### src/rtl/core/mask_layered_rgb_blend_macros.svh
// Assertion macros shared by the mask-layered RGB blend RTL.
// Depends on nothing; included by files that carry concurrent checks.
`ifndef MASK_LAYERED_RGB_BLEND_MACROS_SVH
`define MASK_LAYERED_RGB_BLEND_MACROS_SVH

// Consequent must hold in the same cycle as the antecedent.
`define MLRB_ASSERT_NOW(label, clk, rst, ante, cons) \
   label: assert property (@(posedge clk) disable iff (rst) (ante) |-> (cons)) \
      else $error("mask_layered_rgb_blend: same-cycle check failed");

// Consequent must hold after the antecedent, delayed by the n argument.
`define MLRB_ASSERT_DELAY(label, clk, rst, ante, n, cons) \
   label: assert property (@(posedge clk) disable iff (rst) (ante) |-> ##n (cons)) \
      else $error("mask_layered_rgb_blend: delayed check failed");

`endif

### src/rtl/core/mlrb_pkg.sv
// Shared types and constants for the mask-layered RGB blend.
// Depends on nothing; imported by every module of the block.
package mlrb_pkg;

   localparam int CHAN_W      = 8;
   localparam int NUM_CHAN    = 3;
   localparam int RGB_W       = CHAN_W * NUM_CHAN;
   localparam int PIXEL_W     = 32;
   localparam int MASK_W      = 24;
   localparam int NUM_LAYERS  = 3;
   localparam int CELL_STAGES = 2;
   localparam int LATENCY     = NUM_LAYERS * CELL_STAGES;

   localparam logic [CHAN_W-1:0] BLEND_FULL = 8'd255;

   typedef logic [CHAN_W-1:0] chan_type;
   typedef logic [RGB_W-1:0]  rgb_type;

endpackage

### src/rtl/core/mlrb_lane.sv
// One colour channel of a blend cell: multiply stage then divide-by-255 stage.
// Depends on mlrb_pkg.
module mlrb_lane
   import mlrb_pkg::*;
(
   input  logic     clock,
   input  chan_type cur,
   input  chan_type layer,
   input  chan_type amt,
   output chan_type blended
);

   logic signed [CHAN_W:0] diff;
   logic                   neg;
   chan_type               mag;
   logic [2*CHAN_W-1:0]    prod_in;
   logic [2*CHAN_W-1:0]    prod_ff;
   logic                   neg_ff;
   chan_type               cur_ff;
   logic [2*CHAN_W:0]      quot_sum;
   chan_type               quot;
   chan_type               blended_in;
   chan_type               blended_ff;

   // First stage: magnitude of the difference times the blend amount.
   always_comb begin
      diff    = $signed({1'b0, layer}) - $signed({1'b0, cur});
      neg     = diff[CHAN_W];
      mag     = neg ? chan_type'(-diff) : chan_type'(diff);
      prod_in = {{CHAN_W{1'b0}}, mag} * {{CHAN_W{1'b0}}, amt};
   end

   always_ff @(posedge clock) begin
      prod_ff <= prod_in;
      neg_ff  <= neg;
      cur_ff  <= cur;
   end

   // Second stage: x / 255 as (x + (x >> 8) + 1) >> 8, exact for every product
   // that can occur; the sign is applied afterwards so the quotient truncates
   // toward zero.
   always_comb begin
      quot_sum   = {1'b0, prod_ff} + {{(CHAN_W+1){1'b0}}, prod_ff[2*CHAN_W-1:CHAN_W]}
                   + {{(2*CHAN_W){1'b0}}, 1'b1};
      quot       = quot_sum[2*CHAN_W-1:CHAN_W];
      blended_in = neg_ff ? (cur_ff - quot) : (cur_ff + quot);
   end

   always_ff @(posedge clock) begin
      blended_ff <= blended_in;
   end

   assign blended = blended_ff;

endmodule

### src/rtl/core/mlrb_cell.sv
// One blend cell of the chain: three channel lanes plus a two-stage side band.
// Depends on mlrb_pkg and mlrb_lane.
module mlrb_cell
   import mlrb_pkg::*;
#(
   parameter int SIDE_W = CHAN_W
)(
   input  logic              clock,
   input  logic              reset,
   input  logic              valid_in,
   input  rgb_type           cur_in,
   input  rgb_type           layer_in,
   input  chan_type          amt_in,
   input  logic [SIDE_W-1:0] side_in,
   output logic              valid_out,
   output rgb_type           rgb_out,
   output logic [SIDE_W-1:0] side_out
);

   logic              valid_s1_ff;
   logic              valid_ff;
   logic [SIDE_W-1:0] side_s1_ff;
   logic [SIDE_W-1:0] side_ff;

   for (genvar c = 0; c < NUM_CHAN; c++) begin : g_lane
      mlrb_lane u_lane (
         .clock   (clock),
         .cur     (cur_in[c*CHAN_W +: CHAN_W]),
         .layer   (layer_in[c*CHAN_W +: CHAN_W]),
         .amt     (amt_in),
         .blended (rgb_out[c*CHAN_W +: CHAN_W])
      );
   end

   always_ff @(posedge clock) begin
      if (reset) begin
         valid_s1_ff <= 1'b0;
         valid_ff    <= 1'b0;
      end else begin
         valid_s1_ff <= valid_in;
         valid_ff    <= valid_s1_ff;
      end
   end

   always_ff @(posedge clock) begin
      side_s1_ff <= side_in;
      side_ff    <= side_s1_ff;
   end

   assign valid_out = valid_ff;
   assign side_out  = side_ff;

endmodule

### src/rtl/core/mask_layered_rgb_blend.sv
// Mask-layered RGB blend: a chain of three blend cells, two stages each.
// An accepted request passes through every cell stage to its result strobe.
// Throughput is one request per clock; busy is never raised.
// Synchronous active-high reset clears only the valid flags in each cell.
// Depends on mlrb_pkg, mlrb_cell and the assertion macro header.
`include "mask_layered_rgb_blend_macros.svh"

module mask_layered_rgb_blend
   import mlrb_pkg::*;
(
   input  logic               clock,
   input  logic               reset,
   input  logic               start,
   output logic               busy,
   input  logic [PIXEL_W-1:0] req_base_pixel,
   input  logic [PIXEL_W-1:0] req_red_layer_pixel,
   input  logic [PIXEL_W-1:0] req_green_layer_pixel,
   input  logic [PIXEL_W-1:0] req_blue_layer_pixel,
   input  logic [MASK_W-1:0]  req_mask_pixel,
   output logic               rsp_strobe,
   output logic [PIXEL_W-1:0] rsp_mixed_pixel
);

   // Side band widths: the first cell carries alpha plus the green and blue
   // layers and amounts, the second alpha plus the blue layer and amount, and
   // the third alpha alone.
   localparam int SIDE0_W = CHAN_W + 2 * (RGB_W + CHAN_W);
   localparam int SIDE1_W = CHAN_W + RGB_W + CHAN_W;
   localparam int SIDE2_W = CHAN_W;

   logic               req_accept;
   chan_type           mask_r;
   chan_type           mask_g;
   chan_type           mask_b;
   chan_type           alpha_sel;
   logic [SIDE0_W-1:0] side0_in;
   logic [SIDE0_W-1:0] side0_out;
   logic [SIDE1_W-1:0] side1_in;
   logic [SIDE1_W-1:0] side1_out;
   logic [SIDE2_W-1:0] side2_out;
   logic               valid0;
   logic               valid1;
   logic               valid2;
   rgb_type            rgb0;
   rgb_type            rgb1;
   rgb_type            rgb2;

   // The pipeline never stalls, so every start is taken as a request.
   assign busy       = 1'b0;
   assign req_accept = start && !busy;

   assign mask_r = req_mask_pixel[2*CHAN_W +: CHAN_W];
   assign mask_g = req_mask_pixel[CHAN_W +: CHAN_W];
   assign mask_b = req_mask_pixel[0 +: CHAN_W];

   // Alpha is never blended. It is taken from the last layer whose mask
   // amount is full, and from the base pixel when none of them is; the later
   // layer wins because it would have overwritten the colour anyway.
   always_comb begin
      priority if (mask_b == BLEND_FULL) begin
         alpha_sel = req_blue_layer_pixel[RGB_W +: CHAN_W];
      end else if (mask_g == BLEND_FULL) begin
         alpha_sel = req_green_layer_pixel[RGB_W +: CHAN_W];
      end else if (mask_r == BLEND_FULL) begin
         alpha_sel = req_red_layer_pixel[RGB_W +: CHAN_W];
      end else begin
         alpha_sel = req_base_pixel[RGB_W +: CHAN_W];
      end
   end

   // The later layers ride alongside the colour so that each cell finds its
   // own layer and amount in the cycle its blend starts.
   assign side0_in = {alpha_sel,
                      req_green_layer_pixel[RGB_W-1:0], mask_g,
                      req_blue_layer_pixel[RGB_W-1:0],  mask_b};

   // First cell: base toward the red layer by the mask red amount.
   mlrb_cell #(
      .SIDE_W (SIDE0_W)
   ) u_cell_red (
      .clock     (clock),
      .reset     (reset),
      .valid_in  (req_accept),
      .cur_in    (req_base_pixel[RGB_W-1:0]),
      .layer_in  (req_red_layer_pixel[RGB_W-1:0]),
      .amt_in    (mask_r),
      .side_in   (side0_in),
      .valid_out (valid0),
      .rgb_out   (rgb0),
      .side_out  (side0_out)
   );

   assign side1_in = {side0_out[SIDE0_W-1 -: CHAN_W], side0_out[RGB_W+CHAN_W-1:0]};

   // Second cell: toward the green layer by the mask green amount.
   mlrb_cell #(
      .SIDE_W (SIDE1_W)
   ) u_cell_green (
      .clock     (clock),
      .reset     (reset),
      .valid_in  (valid0),
      .cur_in    (rgb0),
      .layer_in  (side0_out[2*CHAN_W+2*RGB_W-1 -: RGB_W]),
      .amt_in    (side0_out[RGB_W+2*CHAN_W-1 -: CHAN_W]),
      .side_in   (side1_in),
      .valid_out (valid1),
      .rgb_out   (rgb1),
      .side_out  (side1_out)
   );

   // Third cell: toward the blue layer by the mask blue amount.
   mlrb_cell #(
      .SIDE_W (SIDE2_W)
   ) u_cell_blue (
      .clock     (clock),
      .reset     (reset),
      .valid_in  (valid1),
      .cur_in    (rgb1),
      .layer_in  (side1_out[RGB_W+CHAN_W-1 -: RGB_W]),
      .amt_in    (side1_out[CHAN_W-1:0]),
      .side_in   (side1_out[SIDE1_W-1 -: CHAN_W]),
      .valid_out (valid2),
      .rgb_out   (rgb2),
      .side_out  (side2_out)
   );

   // The last cell's outputs are registers, so the result is glitch free.
   assign rsp_strobe      = valid2;
   assign rsp_mixed_pixel = {side2_out, rgb2};

   // Every request yields a strobe once it has passed all three cells, and no strobe
   // appears without a request behind it.
   `MLRB_ASSERT_DELAY(a_req_gives_rsp, clock, reset, req_accept, LATENCY, rsp_strobe)
   `MLRB_ASSERT_NOW(a_rsp_has_req, clock, reset, rsp_strobe, $past(req_accept, LATENCY))
   // A full blue amount must reproduce the blue layer pixel exactly.
   `MLRB_ASSERT_DELAY(a_full_blue, clock, reset, req_accept && (mask_b == BLEND_FULL), LATENCY, rsp_mixed_pixel == $past(req_blue_layer_pixel, LATENCY))
   // An all-zero mask must pass the base pixel through untouched.
   `MLRB_ASSERT_DELAY(a_zero_mask, clock, reset, req_accept && (req_mask_pixel == '0), LATENCY, rsp_mixed_pixel == $past(req_base_pixel, LATENCY))

endmodule
### config.mk
export PLATFORM = sky130hd
export DESIGN_NAME = mask_layered_rgb_blend
export DESIGN_NICKNAME = d
export VERILOG_FILES = /design/src/rtl/core/mlrb_pkg.sv /design/src/rtl/core/mlrb_lane.sv /design/src/rtl/core/mlrb_cell.sv /design/src/rtl/core/mask_layered_rgb_blend.sv
export VERILOG_INCLUDE_DIRS = /design/src /design/src/rtl/core
export SDC_FILE = /design/constraint.sdc
export NUM_CORES = 2
export LEC_CHECK = 0
export BUFFER_PORTS_ARGS = -buffer_cell sky130_fd_sc_hd__clkbuf_2
export CORE_MARGIN = 2
export CORE_UTILIZATION = 65
export CTS_BUF_LIST = sky130_fd_sc_hd__clkbuf_4 sky130_fd_sc_hd__clkbuf_8
export CTS_CLUSTER_DIAMETER = 120
export CTS_CLUSTER_SIZE = 10
export DETAILED_ROUTE_END_ITERATION = 12
export GPL_TIMING_DRIVEN = 1
export PLACE_DENSITY = 0.84
export RECOVER_POWER = 25
export SLEW_MARGIN = 20
export SYNTH_ARGS = -nofsm -noshare
export SYNTH_HDL_FRONTEND = slang
export SYNTH_SLANG_ARGS = --single-unit
### constraint.sdc
create_clock -name clock -period 14.3 [get_ports clock]
set_input_delay 2.145 -clock clock [delete_from_list [all_inputs] [get_ports clock]]
set_output_delay 2.145 -clock clock [all_outputs]
set_load 0.05 [all_outputs]
==> summary.txt <==
Timing
  • Clk_skew: 75.6 ps
  • Minimum clock period: 7870 ps
  • Period utilization: a little under three fifths
  • Max Clk Rate: 0.127 GHz
  • Final setup fails: 0
  • Final count of pins violating max slew: 0
  • Worst-Margin Slew: 1040 ps
  • Hold Vio Cnt, Final: 0
  • Max_slew headroom: 30.5%
  • Setup TNS Final: 0 ps
  • RSZ-0062 raised after global routing: no

Hold path
  • Hold Crit Class: register to register

Floorplanning
  • Total core area: a little over 60000 um^2
  • Top Ports: between 150 and 200
  • Die ar.: around 64000 um^2
  • Die H: roughly 250 um
  • Initial Utilization: around two thirds
  • Row count: between 90 and 100
  • DIE WIDTH: 253 um

Synth
  • Synth warnings: 0
  • Synth top area share: between 20% and 30%
  • Top FF cell, synth: dfxtp_1
  • Syn nets: 5184
  • Largest cells by area after synthesis: dfxtp_1, fa_1, ha_1
  • Async SR Flop Fraction: 0%
  • Mapped Cells: slightly above 4000
  • Post-synth EDFFs: 0
  • Synthesized flop and latch total: 543
  • Cell variety after synth: 81
  • Syn avg cell area: approximately 9.7 um^2
  • Synth top cells by count: inv_1, dfxtp_1, ha_1, fa_1, nor2b_1
  • Synth Cell Area: 40200 um^2
  • Seq/Total Area, Yosys: 27.1%
  • Count leader, synth: inv_1
  • Synth area leader: dfxtp_1

Setup path
  • Endpoint type of the worst setup path: register
  • Worst EP required: between 10000 and 15000 ps
  • Most used cell, CP: inv_1
  • Worst Path Class, Setup: primary input to register
  • Worst Setup SP: req_red_layer_pixel[16]
  • FF-to-FF Start: u_cell_green.g_lane[2].u_lane.blended[0]$_DFF_P_
  • Top delay family on crit path: adder cells
  • Crit path depth: 28
  • Crit Path Max Fanout: 9
  • Setup crit end: u_cell_red.g_lane[2].u_lane.prod_ff[15]$_DFF_P_
  • Worst R2R Path Depth: 25
  • Slowest-stage cell, CP: xor2_1
  • CP bufs+invs: 7
  • Slowest stage delay, CP: 550 ps
  • Reg-to-Reg End: u_cell_blue.g_lane[2].u_lane.prod_ff[15]$_DFF_P_
  • Arrival time at the worst endpoint: about 8500 ps
  • R2r setup slk: 7300 ps
  • Startpoint Class: primary input

Clock tree
  • Post-CTS Setup Inserts: 0
  • Cts hold-fix bufs: 0
  • PostCTS Resize Cnt: 0
  • Inserted Clock Buffers: 60
  • Bufs on Longest Clock Path: 3
  • Worst-path clk slew: 110 ps
  • Clock Latency Late Sink: between 700 and 800 ps
  • H-tree levels: 2
  • TritonCTS clock tree: done
  • Clock Sinks: ~540
  • Root Buffer Master: clkbuf_8

Detailed routing
  • Max Used Layer: met5
  • Routed Antenna Nets: 0
  • DR iter-0 viols: ~1300
  • Drc violations: 0
  • Drt pass-1 iters: 6
  • Vias per cell: 5.47
  • Avg WL per Cell: approximately 16 um
  • Wire length on met1: approximately 34000 um
  • Via count: about 28000
  • Met2 routed WL: between 40000 and 50000 um
  • Routed wire length: 79900 um
  • Routed wl met3: approximately 3500 um

GRT
  • Vias in the first global route: ~29000
  • First-pass GRT wire length: 134000 um
  • Antenna violations before repair: 2
  • GR Util All Layers: 25.5%
  • Grt total ovfl: 0
  • Largest net degree at the start of global routing: 26

Placement
  • IO buf count: between 150 and 200
  • Final HPWL DP: about 63000 um
  • RD Place Congestion: a little under 0.9
  • Placed cell area: between 40000 and 50000 um^2

Flow run
  • Maxcap violations: 0

Finish
  • Layout cells sized above 1: roughly 7.1%
  • Finished Cell Area: between 40000 and 50000 um^2
  • NumNets Final: 5370
  • Layout area overhead: 6.40%

Outcome
  • Outcome: finished, final reports clean
==> flip-flops by register name (all words and copies together) (netlist names), 40 cells and up <==
| name | flops |
|---|---|
| u_cell_green.g_lane.u_lane.prod_ff | 48 |
| u_cell_green.side_out | 40 |
| u_cell_red.side_out | 72 |
| u_cell_red.side_s1_ff | 72 |
| u_cell_blue.g_lane.u_lane.prod_ff | 48 |
| u_cell_red.g_lane.u_lane.prod_ff | 48 |
| u_cell_green.side_s1_ff | 40 |
==> cells in the final DEF, fill, tap and decap left out, drive strengths merged, types with 9 or more instances in the layout <==
master	netlist	layout
fa	342	342
o21bai	20	20
and3	10	10
o211ai	23	23
nand3	76	76
clkbuf	65	247
nand2	135	135
a31oi	11	11
o21a	60	60
mux2i	11	11
nor4	10	10
and2b	9	9
o21ai	113	113
o311ai	11	11
or3	24	24
a21oi	159	159
nor2	143	143
o22ai	13	13
nand2b	36	36
xor2	103	103
xnor2	231	231
and2	275	275
a21o	71	71
a31o	9	9
nand4	15	15
nor3b	12	12
nor2b	289	289
ha	540	540
a211oi	16	16
or2	20	20
nor3	51	51
inv	609	613
dfxtp	543	543
==> worst min-delay path by stage <==
stage | from | endpoint | slack (ps) | cells past startpoint
detailed placement | u_cell_green.side_s1_ff[27]$_DFF_P_ | u_cell_green.side_out[27]$_DFF_P_ | 310 | 0
floorplan | u_cell_blue.side_s1_ff[0]$_DFF_P_ | u_cell_blue.side_out[0]$_DFF_P_ | 310 | 0
global placement | u_cell_red.side_out[22]$_DFF_P_ | u_cell_green.side_s1_ff[22]$_DFF_P_ | 310 | 0
CTS | u_cell_red.side_s1_ff[4]$_DFF_P_ | u_cell_red.side_out[4]$_DFF_P_ | 250 | 0
finish | u_cell_red.side_s1_ff[4]$_DFF_P_ | u_cell_red.side_out[4]$_DFF_P_ | 250 | 0
global route | u_cell_red.side_s1_ff[4]$_DFF_P_ | u_cell_red.side_out[4]$_DFF_P_ | 260 | 0
==> metal layers <==
layer	up-vias	GRT usage [%]
met5	-	0
met2	584	45.9
met1	13500	31.1
li1	13800	-
met4	2	8.79
met3	186	3.69
==> final cells by class <==
class	count	area, um^2
multi-input combinational	2925	26700
fill	4645	18700
sequential	543	10900
inverter	609	2290
timing repair buffer	194	988
tap	790	988
clock buffer	60	826
clock inverter	4	50.0
antenna	1	2.50
==> per-stage QoR <==
stage,std cells,utilization [%],hold slack (ps),worst slack [ps]
2_1_floorplan,4147,-,310,6590
3_3_place_gp,5061,68.2,310,6050
3_5_place_dp,5061,68.2,312,5800
4_1_cts,5125,69.6,247,6500
5_1_grt,5126,69.6,256,6070
6_report,5126,69.6,249,6430
==> kinds of logic (layout without fill, tap and decap cells) <==
family	count (synthesis)	in the layout	synth area share [%]
xor+xnor	334	334	7.29
mux	13	13	0.330
compound gates	578	578	9.60
flops	543	543	27.1
fa+ha+maj	882	882	33.9
simple gates	1117	1117	15.4
buf+inv	679	867	6.41
other cells	1	2	0.00934
Power is left out: the tool's default activity adds up to more than one toggle a clock period on the data nets, which glitch-free logic cannot reach.
